<file path="src/hdl/ufl_pkg.sv">
// ----------------------------------------------------------------------------
// ufl_pkg
// Shared types and constants of the flash loader byte parser: command and
// reply codes, register reset values and the record passed front to back.
// ----------------------------------------------------------------------------
package ufl_pkg;

	// geometry defaults
	localparam int PAGE_BYTES_DEF = 256;
	localparam int ADDR_BITS_DEF  = 22;
	localparam int FLASH_ADDR_W   = 22;

	// command queue between front and back
	localparam int QUEUE_DEPTH = 4;
	localparam int QPTR_W      = $clog2(QUEUE_DEPTH);

	// command bytes received in idle
	localparam logic [7:0] CMD_HANDSHAKE = 8'hB5;
	localparam logic [7:0] CMD_ERASE     = 8'hB6;
	localparam logic [7:0] CMD_WRITE     = 8'hB7;
	localparam logic [7:0] CMD_JUMP      = 8'hB8;

	// reply bytes
	localparam logic [7:0] RSP_ACK        = 8'hE7;
	localparam logic [7:0] RSP_HANDSHAKE  = 8'hFB;
	localparam logic [7:0] RSP_ERASE_DONE = 8'hFE;
	localparam logic [7:0] RSP_WRITE      = 8'hFD;
	localparam logic [7:0] RSP_FAIL       = 8'h55;

	// register reset values
	localparam logic [21:0] LOW_BASE_RST  = 22'h3E8000;
	localparam logic [21:0] HIGH_BASE_RST = 22'h3EC000;
	localparam logic [15:0] SPLIT_RST     = 16'd128;

	// register indexes on the configuration port
	localparam logic [1:0] REG_LOW_BASE  = 2'd0;
	localparam logic [1:0] REG_HIGH_BASE = 2'd1;
	localparam logic [1:0] REG_SPLIT     = 2'd2;

	// input opcodes
	localparam logic OP_BYTE   = 1'b0;
	localparam logic OP_STATUS = 1'b1;

	typedef enum logic [1:0] {
		KIND_TX    = 2'd0,
		KIND_PROG  = 2'd1,
		KIND_ERASE = 2'd2,
		KIND_JUMP  = 2'd3
	} kind_t;

	typedef enum logic [1:0] {
		EW_NONE   = 2'd0,
		EW_SECT_E = 2'd1,
		EW_SECT_D = 2'd2
	} erase_st_t;

	typedef enum logic {
		SLOT_FIRST  = 1'b0,
		SLOT_SECOND = 1'b1
	} slot_t;

	// configuration registers as seen by the front
	typedef struct packed {
		logic [21:0] low_base;
		logic [21:0] high_base;
		logic [15:0] split;
	} cfg_t;

	// one classified item: one or two results
	typedef struct packed {
		logic        two;
		kind_t       kind0;
		logic [7:0]  tx0;
		kind_t       kind1;
		logic [7:0]  tx1;
		logic [21:0] addr;
		logic [15:0] data;
		logic        hs;
	} rec_t;

endpackage

</file>
<file path="src/hdl/ufl_front.sv">
// ----------------------------------------------------------------------------
// ufl_front
// Accepts items, tracks parser state (write phase, page index, erase flow,
// handshake flag) and turns each item into a record of its results.
// ----------------------------------------------------------------------------
module ufl_front #(
	parameter int PAGE_BYTES = ufl_pkg::PAGE_BYTES_DEF,
	parameter int ADDR_BITS  = ufl_pkg::ADDR_BITS_DEF
) (
	input  logic          clk,
	input  logic          arst_n,
	input  ufl_pkg::cfg_t cfg,
	input  logic          push,
	input  logic          opcode,
	input  logic [7:0]    rx_byte,
	input  logic          erase_ok,
	input  logic          q_full,
	output logic          q_push,
	output ufl_pkg::rec_t q_rec
);
	import ufl_pkg::*;

	localparam int PH_W       = $clog2(PAGE_BYTES + 3);
	localparam int HALF       = PAGE_BYTES / 2;
	localparam int OFF_W      = 16 + $clog2(PAGE_BYTES);
	localparam int SUM_W      = ((OFF_W > FLASH_ADDR_W) ? OFF_W : FLASH_ADDR_W) + 2;
	localparam logic [PH_W-1:0] LAST_PHASE  = PH_W'(PAGE_BYTES + 2);
	localparam logic [PH_W-1:0] FIRST_DATA  = PH_W'(3);
	localparam logic [FLASH_ADDR_W-1:0] ADDR_MASK = (ADDR_BITS >= FLASH_ADDR_W) ?
		{FLASH_ADDR_W{1'b1}} : FLASH_ADDR_W'((64'd1 << ADDR_BITS) - 64'd1);

	logic [PH_W-1:0]         phase_q, phase_d;
	logic [15:0]             pidx_q, pidx_d;
	logic [7:0]              hold_q, hold_d;
	logic                    hs_q, hs_d;
	erase_st_t               erase_q, erase_d;
	logic [OFF_W-1:0]        off_q;
	logic [21:0]             base_sel_q;
	logic                    accept;
	logic [PH_W-1:0]         idx;
	logic [SUM_W-1:0]        sum;
	rec_t                    rec;
	logic                    has_res;

	assign accept = push && !q_full;

	// page offset and base, settled before the first data word
	always_ff @(posedge clk or negedge arst_n) begin
		if (!arst_n) begin
			off_q      <= '0;
			base_sel_q <= '0;
		end else begin
			off_q      <= OFF_W'(OFF_W'(pidx_q) * OFF_W'(HALF));
			base_sel_q <= (pidx_q <= cfg.split) ? cfg.low_base : cfg.high_base;
		end
	end

	// parser state
	always_ff @(posedge clk or negedge arst_n) begin
		if (!arst_n) begin
			phase_q <= '0;
			pidx_q  <= '0;
			hold_q  <= '0;
			hs_q    <= 1'b0;
			erase_q <= EW_NONE;
		end else begin
			phase_q <= phase_d;
			pidx_q  <= pidx_d;
			hold_q  <= hold_d;
			hs_q    <= hs_d;
			erase_q <= erase_d;
		end
	end

	// word address of the current data byte pair
	assign idx = phase_q - FIRST_DATA;
	assign sum = SUM_W'(base_sel_q) + SUM_W'(off_q) + SUM_W'(idx[PH_W-1:1]);

	// decode and next state
	always_comb begin
		phase_d = phase_q;
		pidx_d  = pidx_q;
		hold_d  = hold_q;
		hs_d    = hs_q;
		erase_d = erase_q;
		rec     = '0;
		has_res = 1'b0;
		if (accept) begin
			if (opcode == OP_STATUS) begin
				case (erase_q)
					EW_SECT_E: begin
						has_res   = 1'b1;
						rec.two   = 1'b1;
						rec.kind0 = KIND_TX;
						rec.tx0   = erase_ok ? RSP_ACK : RSP_FAIL;
						rec.kind1 = KIND_ERASE;
						erase_d   = EW_SECT_D;
					end
					EW_SECT_D: begin
						has_res   = 1'b1;
						rec.kind0 = KIND_TX;
						rec.tx0   = erase_ok ? RSP_ERASE_DONE : RSP_FAIL;
						erase_d   = EW_NONE;
					end
					default: ;
				endcase
			end else if (erase_q != EW_NONE) begin
				// bytes ignored while an erase is pending
			end else if (phase_q == PH_W'(1)) begin
				pidx_d  = {8'd0, rx_byte};
				phase_d = PH_W'(2);
			end else if (phase_q == PH_W'(2)) begin
				pidx_d  = {pidx_q[7:0], rx_byte};
				phase_d = FIRST_DATA;
			end else if (phase_q != '0) begin
				phase_d = (phase_q >= LAST_PHASE) ? '0 : phase_q + PH_W'(1);
				if (!idx[0]) begin
					hold_d = rx_byte;
				end else begin
					has_res   = 1'b1;
					rec.kind0 = KIND_PROG;
					rec.addr  = sum[FLASH_ADDR_W-1:0] & ADDR_MASK;
					rec.data  = {hold_q, rx_byte};
				end
			end else begin
				case (rx_byte)
					CMD_HANDSHAKE: begin
						hs_d      = 1'b1;
						has_res   = 1'b1;
						rec.two   = 1'b1;
						rec.kind0 = KIND_TX;
						rec.tx0   = RSP_ACK;
						rec.kind1 = KIND_TX;
						rec.tx1   = RSP_HANDSHAKE;
					end
					CMD_ERASE: begin
						has_res   = 1'b1;
						rec.kind0 = KIND_ERASE;
						erase_d   = EW_SECT_E;
					end
					CMD_WRITE: begin
						phase_d   = PH_W'(1);
						has_res   = 1'b1;
						rec.two   = 1'b1;
						rec.kind0 = KIND_TX;
						rec.tx0   = RSP_ACK;
						rec.kind1 = KIND_TX;
						rec.tx1   = RSP_WRITE;
					end
					CMD_JUMP: begin
						has_res   = 1'b1;
						rec.two   = 1'b1;
						rec.kind0 = KIND_TX;
						rec.tx0   = RSP_ACK;
						rec.kind1 = KIND_JUMP;
					end
					default: ;
				endcase
			end
		end
		rec.hs = hs_d;
	end

	assign q_push = has_res;
	assign q_rec  = rec;

endmodule

</file>
<file path="src/hdl/ufl_queue.sv">
// ----------------------------------------------------------------------------
// ufl_queue
// Short record queue between the front and the back.
// ----------------------------------------------------------------------------
module ufl_queue (
	input  logic          clk,
	input  logic          arst_n,
	input  logic          push,
	input  ufl_pkg::rec_t wr_rec,
	input  logic          pop,
	output ufl_pkg::rec_t rd_rec,
	output logic          q_empty,
	output logic          q_full
);
	import ufl_pkg::*;

	rec_t                mem_q [QUEUE_DEPTH];
	logic [QPTR_W-1:0]   wptr_q;
	logic [QPTR_W-1:0]   rptr_q;
	logic [QPTR_W:0]     count_q;

	assign q_empty = (count_q == '0);
	assign q_full  = (count_q == (QPTR_W + 1)'(QUEUE_DEPTH));
	assign rd_rec  = mem_q[rptr_q];

	// storage
	always_ff @(posedge clk) begin
		if (push) begin
			mem_q[wptr_q] <= wr_rec;
		end
	end

	// pointers and fill count
	always_ff @(posedge clk or negedge arst_n) begin
		if (!arst_n) begin
			wptr_q  <= '0;
			rptr_q  <= '0;
			count_q <= '0;
		end else begin
			if (push) begin
				wptr_q <= wptr_q + QPTR_W'(1);
			end
			if (pop) begin
				rptr_q <= rptr_q + QPTR_W'(1);
			end
			count_q <= count_q + (QPTR_W + 1)'(push) - (QPTR_W + 1)'(pop);
		end
	end

endmodule

</file>
<file path="src/hdl/ufl_back.sv">
// ----------------------------------------------------------------------------
// ufl_back
// Expands each record into its one or two results and holds the oldest
// result in an output register until it is taken.
// ----------------------------------------------------------------------------
module ufl_back (
	input  logic          clk,
	input  logic          arst_n,
	input  ufl_pkg::rec_t rec,
	input  logic          q_empty,
	output logic          q_pop,
	input  logic          pop,
	output logic          empty,
	output logic [1:0]    kind,
	output logic [7:0]    tx_byte,
	output logic [21:0]   flash_addr,
	output logic [15:0]   flash_data,
	output logic          erase_sector,
	output logic          handshake_seen,
	output logic          last
);
	import ufl_pkg::*;

	slot_t        slot_q, slot_d;
	logic         valid_q;
	logic         load;
	kind_t        sel_kind;
	logic         sel_last;

	assign load     = !q_empty && (!valid_q || pop);
	assign sel_kind = (slot_q == SLOT_SECOND) ? rec.kind1 : rec.kind0;
	assign sel_last = (slot_q == SLOT_SECOND) || !rec.two;

	// slot sequencing and queue pop
	always_comb begin
		slot_d = slot_q;
		q_pop  = 1'b0;
		case (slot_q)
			SLOT_FIRST: begin
				if (load) begin
					if (rec.two) begin
						slot_d = SLOT_SECOND;
					end else begin
						q_pop = 1'b1;
					end
				end
			end
			SLOT_SECOND: begin
				if (load) begin
					slot_d = SLOT_FIRST;
					q_pop  = 1'b1;
				end
			end
			default: slot_d = SLOT_FIRST;
		endcase
	end

	always_ff @(posedge clk or negedge arst_n) begin
		if (!arst_n) begin
			slot_q  <= SLOT_FIRST;
			valid_q <= 1'b0;
		end else begin
			slot_q <= slot_d;
			if (load) begin
				valid_q <= 1'b1;
			end else if (pop) begin
				valid_q <= 1'b0;
			end
		end
	end

	// output register
	always_ff @(posedge clk) begin
		if (load) begin
			kind           <= sel_kind;
			tx_byte        <= (slot_q == SLOT_SECOND) ? rec.tx1 : rec.tx0;
			flash_addr     <= (slot_q == SLOT_SECOND) ? '0 : rec.addr;
			flash_data     <= (slot_q == SLOT_SECOND) ? '0 : rec.data;
			erase_sector   <= (slot_q == SLOT_SECOND) && (rec.kind1 == KIND_ERASE);
			handshake_seen <= rec.hs;
			last           <= sel_last;
		end
	end

	assign empty = !valid_q;

endmodule

</file>
<file path="src/hdl/uart_flash_loader_command_parser_top.sv">
// Items are written into the command queue on the accepting edge, and each result
// moves on into the output register when that register is empty or being popped.
// Throughput: one item per cycle while the four-entry queue has room; results leave
// at one per cycle while the result side pops, an item with two results giving two in turn.
// Reset (arst_n low, asynchronous): parser idle, queue and output empty,
// registers back to their default bases and page split.
// ----------------------------------------------------------------------------
// uart_flash_loader_command_parser_top
// Byte parser of a flash bootloader: configuration registers, front decode,
// command queue and result back end.
// ----------------------------------------------------------------------------
module uart_flash_loader_command_parser_top #(
	parameter int PAGE_BYTES = ufl_pkg::PAGE_BYTES_DEF,
	parameter int ADDR_BITS  = ufl_pkg::ADDR_BITS_DEF
) (
	input  logic        clk,
	input  logic        arst_n,
	// configuration port
	input  logic        psel,
	input  logic        penable,
	input  logic        pwrite,
	input  logic [3:0]  paddr,
	input  logic [31:0] pwdata,
	output logic [31:0] prdata,
	output logic        pready,
	// items
	input  logic        push,
	output logic        full,
	input  logic        opcode,
	input  logic [7:0]  rx_byte,
	input  logic        erase_ok,
	// results
	output logic        empty,
	input  logic        pop,
	output logic [1:0]  kind,
	output logic [7:0]  tx_byte,
	output logic [21:0] flash_addr,
	output logic [15:0] flash_data,
	output logic        erase_sector,
	output logic        handshake_seen,
	output logic        last
);
	import ufl_pkg::*;

	cfg_t        cfg_q;
	logic        wr_en;
	logic [1:0]  reg_idx;
	logic        q_push;
	logic        q_pop;
	logic        q_empty;
	logic        q_full;
	rec_t        wr_rec;
	rec_t        rd_rec;

	assign pready  = 1'b1;
	assign wr_en   = psel && penable && pwrite && pready;
	assign reg_idx = paddr[3:2];

	// configuration registers
	always_ff @(posedge clk or negedge arst_n) begin
		if (!arst_n) begin
			cfg_q.low_base  <= LOW_BASE_RST;
			cfg_q.high_base <= HIGH_BASE_RST;
			cfg_q.split     <= SPLIT_RST;
		end else if (wr_en) begin
			case (reg_idx)
				REG_LOW_BASE:  cfg_q.low_base  <= pwdata[21:0];
				REG_HIGH_BASE: cfg_q.high_base <= pwdata[21:0];
				REG_SPLIT:     cfg_q.split     <= pwdata[15:0];
				default: ;
			endcase
		end
	end

	// register read back
	always_comb begin
		case (reg_idx)
			REG_LOW_BASE:  prdata = {10'd0, cfg_q.low_base};
			REG_HIGH_BASE: prdata = {10'd0, cfg_q.high_base};
			REG_SPLIT:     prdata = {16'd0, cfg_q.split};
			default:       prdata = '0;
		endcase
	end

	assign full = q_full;

	ufl_front #(
		.PAGE_BYTES (PAGE_BYTES),
		.ADDR_BITS  (ADDR_BITS)
	) u_front (
		.clk      (clk),
		.arst_n   (arst_n),
		.cfg      (cfg_q),
		.push     (push),
		.opcode   (opcode),
		.rx_byte  (rx_byte),
		.erase_ok (erase_ok),
		.q_full   (q_full),
		.q_push   (q_push),
		.q_rec    (wr_rec)
	);

	ufl_queue u_queue (
		.clk     (clk),
		.arst_n  (arst_n),
		.push    (q_push),
		.wr_rec  (wr_rec),
		.pop     (q_pop),
		.rd_rec  (rd_rec),
		.q_empty (q_empty),
		.q_full  (q_full)
	);

	ufl_back u_back (
		.clk            (clk),
		.arst_n         (arst_n),
		.rec            (rd_rec),
		.q_empty        (q_empty),
		.q_pop          (q_pop),
		.pop            (pop),
		.empty          (empty),
		.kind           (kind),
		.tx_byte        (tx_byte),
		.flash_addr     (flash_addr),
		.flash_data     (flash_data),
		.erase_sector   (erase_sector),
		.handshake_seen (handshake_seen),
		.last           (last)
	);

endmodule

</file>
<file path="config.mk">
export PLATFORM = sky130hd
export DESIGN_NAME = uart_flash_loader_command_parser_top
export DESIGN_NICKNAME = d
export VERILOG_FILES = /design/src/hdl/ufl_pkg.sv /design/src/hdl/ufl_front.sv /design/src/hdl/ufl_queue.sv /design/src/hdl/ufl_back.sv /design/src/hdl/uart_flash_loader_command_parser_top.sv
export SDC_FILE = /design/constraint.sdc
export NUM_CORES = 1
export LEC_CHECK = 0
export ABC_AREA = 1
export ABC_CLOCK_PERIOD_IN_PS = 4550
export BUFFER_PORTS_ARGS = -buffer_cell sky130_fd_sc_hd__buf_2
export CAP_MARGIN = 20
export CORE_AREA = 2 2 231 165
export CTS_CLUSTER_DIAMETER = 40
export DETAILED_ROUTE_END_ITERATION = 12
export DIE_AREA = 0 0 233 167
export GPL_TIMING_DRIVEN = 0
export PLACE_DENSITY = 0.7
export RECOVER_POWER = 25
export SLEW_MARGIN = 0
export SYNTH_ARGS = -nofsm -noshare
export SYNTH_HDL_FRONTEND = slang
export SYNTH_SLANG_ARGS = --single-unit
</file>
<file path="constraint.sdc">
create_clock -name clk -period 4.55 [get_ports clk]
set_input_delay 0.455 -clock clk [delete_from_list [all_inputs] [get_ports clk]]
set_output_delay 0.455 -clock clk [all_outputs]
set_load 0.05 [all_outputs]
</file>
==> run_results.csv, run 1 <==
group,metric,value,unit
worst_setup_path,crit_arrival,3940,ps
clock_network,htree_num_levels,2,
floorplanning,design.die.area,38900,sq um
cells_and_area,post_route_cells_drive_above_1_share,0.149,
cells_and_area,register_area,11300,sq um
floorplanning,core_area,36700,sq um
worst_setup_path,timing.setup.critical_path_class,"reg2reg",
global_routing,grt.total_usage,0.244,
worst_setup_path,worst-path-max-fanout,8,
placement,dp_hpwl,33.2,mm
logic_synthesis,synth-warning-count,0,
placement,gp_routability_congestion,0.899,
routing,route.antenna.remaining_nets,0,
worst_setup_path,launching_element_type_of_the_critical_path,"register",
run_status,violated_checks,"capacitance limit, slew limit",
cells_and_area,final_cell_count_no_fill,2449,
logic_synthesis,number_of_standard_cells_after_synthesis,1737,
cells_and_area,finish.net_count,2048,
power,fraction_of_power_consumed_by_sequential_logic,0.339,
sta,grt_setup_unrepaired,"false",
hold_path,worst_hold_path_type,"in2reg",
routing,drtIter0Drc,1344,
clock_network,postCtsSetupRepairBufs,0,
sta,timing.final.ws_setup,932,ps
sta,timing.hold.ws,93.3,ps
placement,placed_standard_cell_area,19600,sq um
placement,post-place-cells,2360,
global_routing,vias_in_the_first_global_route,12900,
worst_setup_path,setup.worst_path.end_class,"register",
logic_synthesis,mappedNetlistArea,18100,sq um
cells_and_area,area_growth_syn_to_layout,17.4,%
routing,total_number_of_vias,13500,
sta,period_minus_slack,3620,ps
run_status,status,"complete, but fails checks",
sta,max_freq,276,MHz
sta,final-hold-violation-count,0,
power,total_switching_power,6.83,mW
clock_network,clock_tree.root_cell,"clkbuf_16",
sta,drv_slew,45,
logic_synthesis,synth_sequential_area_ratio,0.626,
routing,drtPass1Iterations,5,
clock_network,max-clock-path-buffers,3,
floorplanning,die-height,167,um
global_routing,grt_start_max_net_pins,99,
sta,transition_time_of_the_tightest_slew_check_pin,2700,ps
power,internal_power,9.23,mW
clock_network,tritoncts.num_buffers,48,
clock_network,cts_hold_repair.buffers,1,
power,share_clk_of_total_power,0.239,
sta,min_period_over_period,0.795,
cells_and_area,multi_input_area,5970,sq um
worst_setup_path,required,4880,ps
placement,detailedPlace.worstSlack,1020,ps
clock_network,tritoncts,"yes",
sta,finClkSkew,16.6,ps
power,p_leak,9.04,nW
power,max_ir_drop_vdd,0.335,mV
power,comb_power_share,0.422,
logic_synthesis,synthesized_area_divided_by_synthesized_cell_count,10.4,sq um
floorplanning,initial_core_util,0.493,
floorplanning,die_w,233,um
clock_network,clkTransAtPathRegs,60,ps
global_routing,grt.overflow.total,0,
global_routing,antenna_found_initial,0,
power,sw_frac_of_total,0.425,
logic_synthesis,synth.lib_cells_used.distinct,48,
global_routing,grt_pass1_wl,73.2,mm
power,power_density_normalized_to_cell_area,757,nW/um^2
cells_and_area,final_util,0.578,
clock_network,clock_latency,560,ps
routing,final_routed_wire_length_divided_by_cell_count,19.1,um
routing,per_cell_via_count_in_the_routed_design,5.51,
routing,drt_wl_total,46.7,mm
routing,drc,0,
clock_network,postCtsResizedCells,0,
cells_and_area,antenna_cells,0,
sta,setup_violations,0,
clock_network,cts.sinks,400,
placement,buffer_ports.inserted,115,
run,cap_viol_max_count,1,
sta,fin_setup_tns,0,ps
logic_synthesis,synth-seq-cells,400,
sta,slew_headroom,-0.798,
cells_and_area,final_design_area_no_fill,21200,sq um
cells_and_area,fillCellCount,2971,
floorplanning,floorplan.rows,59,
floorplanning,floorplan.io_pins,139,
power,post-layout-total-power,16.1,mW
flip-flops by register name, indices dropped and copies added (netlist names):
register,cells
u_front.hold_q,8
u_queue.wptr_q,2
u_queue.mem_q,208
u_front.off_q,15
u_back.erase_sector,1
cfg_q,60
u_back.kind,2
u_back.slot_q,1
u_back.valid_q,1
u_queue.count_q,3
u_back.handshake_seen,1
u_back.flash_addr,22
u_front.hs_q,1
u_queue.rptr_q,2
u_front.base_sel_q,22
u_front.pidx_q,16
u_front.phase_q,9
u_back.flash_data,16
u_back.tx_byte,7
u_back.last,1
u_front.erase_q,2
placed cells by master (no fill, tap or decap), types with 15 or more instances in the layout:
master	instances
dfrtp_1	128
clkbuf_16	49
o211ai_1	15
clkbuf_1	57
o21ai_0	197
edfxtp_1	258
nand2_1	319
a21oi_1	92
ha_1	69
nand3_1	52
nor2_1	263
inv_1	112
buf_2	127
worst max-delay path, stage by stage (launching register included):
cell and delay (ps):
dfrtp_1 510, ha_1 290, nor2_1 130, nand2_1 110, nor2_1 150, xor2_1 200, fa_1 440, ha_1 380
a21oi_1 240, o21ai_0 190, inv_1 80, nand2_1 100, nand2_1 80, nand2_1 70, nand2_1 70, nand2_1 50
nor2_1 300
synthesized netlist by cell type (all sizes together):
cell type | n | area (sq um)
ha | 69 | 863
nand4 | 6 | 52.6
nor4 | 6 | 37.5
a21boi | 4 | 30.0
dfrtp | 128 | 3200
o21ai | 210 | 1080
nand3 | 55 | 298
a22o | 6 | 52.6
nand2 | 331 | 1300
inv | 122 | 460
a21oi | 93 | 469
and3 | 1 | 6.26
buf | 39 | 241
nand3b | 5 | 37.5
o21a | 2 | 15.0
edfxtp | 258 | 7750
o21bai | 2 | 15.0
o22ai | 8 | 50.1
xnor2 | 9 | 78.8
o211ai | 16 | 134
clkbuf | 44 | 165
conb | 2 | 7.51
dfstp | 14 | 368
clkinv | 2 | 7.51
a31oi | 4 | 25.0
or2 | 1 | 6.26
nor3 | 10 | 50.1
nor2 | 271 | 1070
fa | 3 | 60.1
xor2 | 11 | 96.3
a221o | 5 | 50.1
final cells by class:
cell class,count,share of cell area
sequential,400,0.533
multi-input combinational,1139,0.281
clock buffer,59,0.0605
timing repair buffer,127,0.0399
tap,488,0.0288
inverter,124,0.0221
buffer,83,0.0192
clock inverter,29,0.0148
path summary, 6_finish.rpt:
path	from	endpoint	slack, ps	cells past startpoint
max	u_front.phase_q[0]	u_queue.mem_q[1][29]	930	16
min	pop	u_back.valid_q	90	2
max reg2reg	u_front.phase_q[0]	u_queue.mem_q[1][29]	930	16
min reg2reg	u_front.pidx_q[0]	u_front.off_q[7]	450	0
max in group asynchronous	arst_n	u_queue.wptr_q[0]	1710	2
min in group asynchronous	arst_n	cfg_q[5]	1300	2
routing by layer:
layer | share of wire | vias to the layer above | GRT usage | wire length, um
met4 | 0.021 | 0 | 0.0659 | 977
li1 | - | 6274 | - | -
met2 | 0.44 | 593 | 0.353 | 20500
met1 | 0.45 | 6548 | 0.376 | 21000
met5 | 0 | - | 0 | 0
met3 | 0.090 | 75 | 0.0433 | 4210
power groups by stage:
| stage | clock network (mW) | logic, mW | registers (mW) |
|---|---|---|---|
| 2_1_floorplan | 0 | 3.88 | 6.24 |
| 3_3_place_gp | 0 | 6.38 | 5.55 |
| 3_5_place_dp | 0 | 6.69 | 5.51 |
| 4_1_cts | 3.87 | 6.74 | 5.45 |
| 5_1_grt | 4.03 | 7.47 | 5.53 |
| 6_report | 3.84 | 6.77 | 5.45 |
cells by family (layout without fill, tap and decap cells):
kind of cell / Yosys count / in the layout / share of synthesized area
adder cells (fa/ha/maj): 72 / 72 / 0.0511
buffers and inverters: 207 / 422 / 0.0484
flip-flops: 400 / 400 / 0.626
XOR/XNOR: 20 / 20 / 0.00969
other: 2 / 11 / 0.000416
AND/OR/NAND/NOR: 686 / 686 / 0.158
AO/OA/AOI/OAI: 350 / 350 / 0.106
(Power assumes the default switching activity.)
==> run 2: changes to the inputs <==
--- a/config.mk
+++ b/config.mk
@@ -6,7 +6,7 @@
 export NUM_CORES = 1
 export LEC_CHECK = 0
 export ABC_AREA = 1
-export ABC_CLOCK_PERIOD_IN_PS = 4550
+export ABC_CLOCK_PERIOD_IN_PS = 2900
 export BUFFER_PORTS_ARGS = -buffer_cell sky130_fd_sc_hd__buf_2
 export CAP_MARGIN = 20
 export CORE_AREA = 2 2 231 165
==> constraint.sdc (replaced) <==
create_clock -name clk -period 2.9 [get_ports clk]
set_input_delay 0.29 -clock clk [delete_from_list [all_inputs] [get_ports clk]]
set_output_delay 0.29 -clock clk [all_outputs]
set_load 0.05 [all_outputs]
==> run_results.csv, run 2 (synthesis gave the netlist of run 1 again) <==
group,metric,value,unit
run_status,status,"complete, but fails checks",
run_status,violated_checks,"capacitance limit, slew limit, setup timing",
placement,placed_standard_cell_area,19600,sq um
run,cap_viol_max_count,1,
sta,setup_violations,64,
global_routing,vias_in_the_first_global_route,13200,
cells_and_area,largestRegisters,"u_queue.mem_q: 208 flops, cfg_q: 60 flops",
worst_setup_path,crit_arrival,3480,ps
worst_setup_path,timing.critical_path.from,"u_front.phase_q[1]",
routing,drc,0,
sta,min_period_over_period,1.10,
worst_setup_path,launching_element_type_of_the_critical_path,"register",
global_routing,grt_start_max_net_pins,87,
routing,total_number_of_vias,13700,
placement,buffer_ports.inserted,115,
floorplanning,initial_core_util,0.493,
routing,drtIter0Drc,1486,
sta,timing.hold.ws,23.7,ps
clock_network,cts.sinks,400,
sta,period_minus_slack,3180,ps
cells_and_area,antenna_cells,0,
cells_and_area,top_register,"u_queue.mem_q",
floorplanning,core_area,36700,sq um
sta,max_freq,314,MHz
global_routing,antenna_found_initial,0,
hold_path,holdPathStages,3,
worst_setup_path,worst-path-max-fanout,4,
worst_setup_path,worstReg2RegStart,"u_front.phase_q[1]",
routing,final_routed_wire_length_divided_by_cell_count,19.6,um
clock_network,clkTransAtPathRegs,60,ps
sta,drv_slew,87,
worst_setup_path,required,3190,ps
global_routing,grt_pass1_wl,74.8,mm
sta,transition_time_of_the_tightest_slew_check_pin,2360,ps
sta,fin_setup_tns,-7580,ps
hold_path,holdCritStartpoint,"pwdata[16]",
global_routing,grt.overflow.total,0,
cells_and_area,area_growth_syn_to_layout,23.5,%
global_routing,grt.total_usage,0.250,
sta,final-hold-violation-count,0,
hold_path,worst_hold_path_type,"in2reg",
cells_and_area,finish.net_count,2091,
cells_and_area,final_design_area_no_fill,22300,sq um
worst_setup_path,r2r.worst_path.cells,14,
worst_setup_path,setup.worst_path.end_class,"register",
clock_network,clock_tree.root_cell,"clkbuf_16",
floorplanning,die_w,233,um
clock_network,tritoncts.num_buffers,47,
clock_network,clock_latency,580,ps
cells_and_area,largest_register_ff_count,208,
placement,gp_routability_congestion,0.903,
power,post-layout-total-power,28.1,mW
worst_setup_path,timing.setup.critical_path_class,"reg2reg",
floorplanning,floorplan.io_pins,139,
clock_network,max-clock-path-buffers,3,
sta,finClkSkew,26.3,ps
power,max_ir_drop_vdd,0.876,mV
floorplanning,die-height,167,um
placement,dp_hpwl,33.0,mm
cells_and_area,post_route_cells_drive_above_1_share,0.229,
clock_network,htree_num_levels,2,
routing,drt_wl_total,48.8,mm
floorplanning,floorplan.rows,59,
floorplanning,design.die.area,38900,sq um
routing,per_cell_via_count_in_the_routed_design,5.51,
routing,drtPass1Iterations,9,
power,power_density_normalized_to_cell_area,1260,nW/um^2
sta,slew_headroom,-0.571,
clock_network,tritoncts,"yes",
sta,grt_setup_unrepaired,"true",
cells_and_area,final_util,0.608,
cells_and_area,commonest_non_fill_non_tap_cell_in_the_layout,"nand2_1",
cells_and_area,layout_common_cells,"nand2_1, edfxtp_1, nor2_1",
routing,route.antenna.remaining_nets,0,
sta,timing.final.ws_setup,-284,ps
power,p_leak,9.37,nW
[run 2: metrics by stage]
stage	setup slack (ps)	std cells
floorplan	-539	1746
global placement	-1970	2349
detailed placement	-712	2359
CTS	-188	2476
global route	-387	2492
finish	-284	2492
[run 2: critical path, cell delays in order (launching register included)]
cell      delay, ps
dfrtp_1         430
buf_4           180
nand2_2          80
nand3_2         120
nor3_4          230
xor2_1          230
ha_1            300
ha_4            280
a21oi_4         230
o21ai_0         120
nand2_1          80
nand3b_1        180
buf_4           200
o21ai_2         150
a21oi_4          70
[run 2: cell type report]
class,count,area (sq um)
Multi-Input combinational cell,1140,6730
Sequential cell,400,11300
Timing Repair Buffer,171,1190
Clock inverter,31,318
Tap cell,488,611
Inverter,124,478
Buffer,82,403
Fill cell,2843,14400
Clock buffer,56,1260
[run 2: final timing paths]
path | to | slack, ps
max in group asynchronous | u_front.phase_q[0] | 360
worst max register to register | u_queue.mem_q[0][28] | -280
worst max-delay path | u_queue.mem_q[0][28] | -280
min in group asynchronous | cfg_q[44] | 940
worst min register to register | u_front.off_q[7] | 460
worst min-delay path | cfg_q[54] | 20
[run 2: timing repair]
| item | CTS | global route |
|---|---|---|
| hold buffers | 10 | 0 |
| pin swaps | 34 | 23 |
| setup buffers | 20 | 16 |
| gates cloned | 1 | 0 |
| setup endpoints to repair | 194 | 97 |
| resized for setup | 114 | 60 |
| endpoints found under the hold margin | 99 | 0 |
[run 2: power breakdown]
group | switching (mW) | internal [mW] | leakage (nW)
clock | 2.48 | 3.44 | 0.780
combinational | 9.05 | 4.57 | 4.35
sequential | 0.713 | 7.88 | 4.24
[run 2: metal layers]
metal | share of wire | track usage | vias to the layer above | wire length (um)
li1 | - | - | 6366 | -
met2 | 0.44 | 0.375 | 650 | 21600
met5 | 0 | 0 | - | 0
met4 | 0.019 | 0.0612 | 0 | 940
met1 | 0.44 | 0.383 | 6647 | 21700
met3 | 0.093 | 0.0377 | 70 | 4520
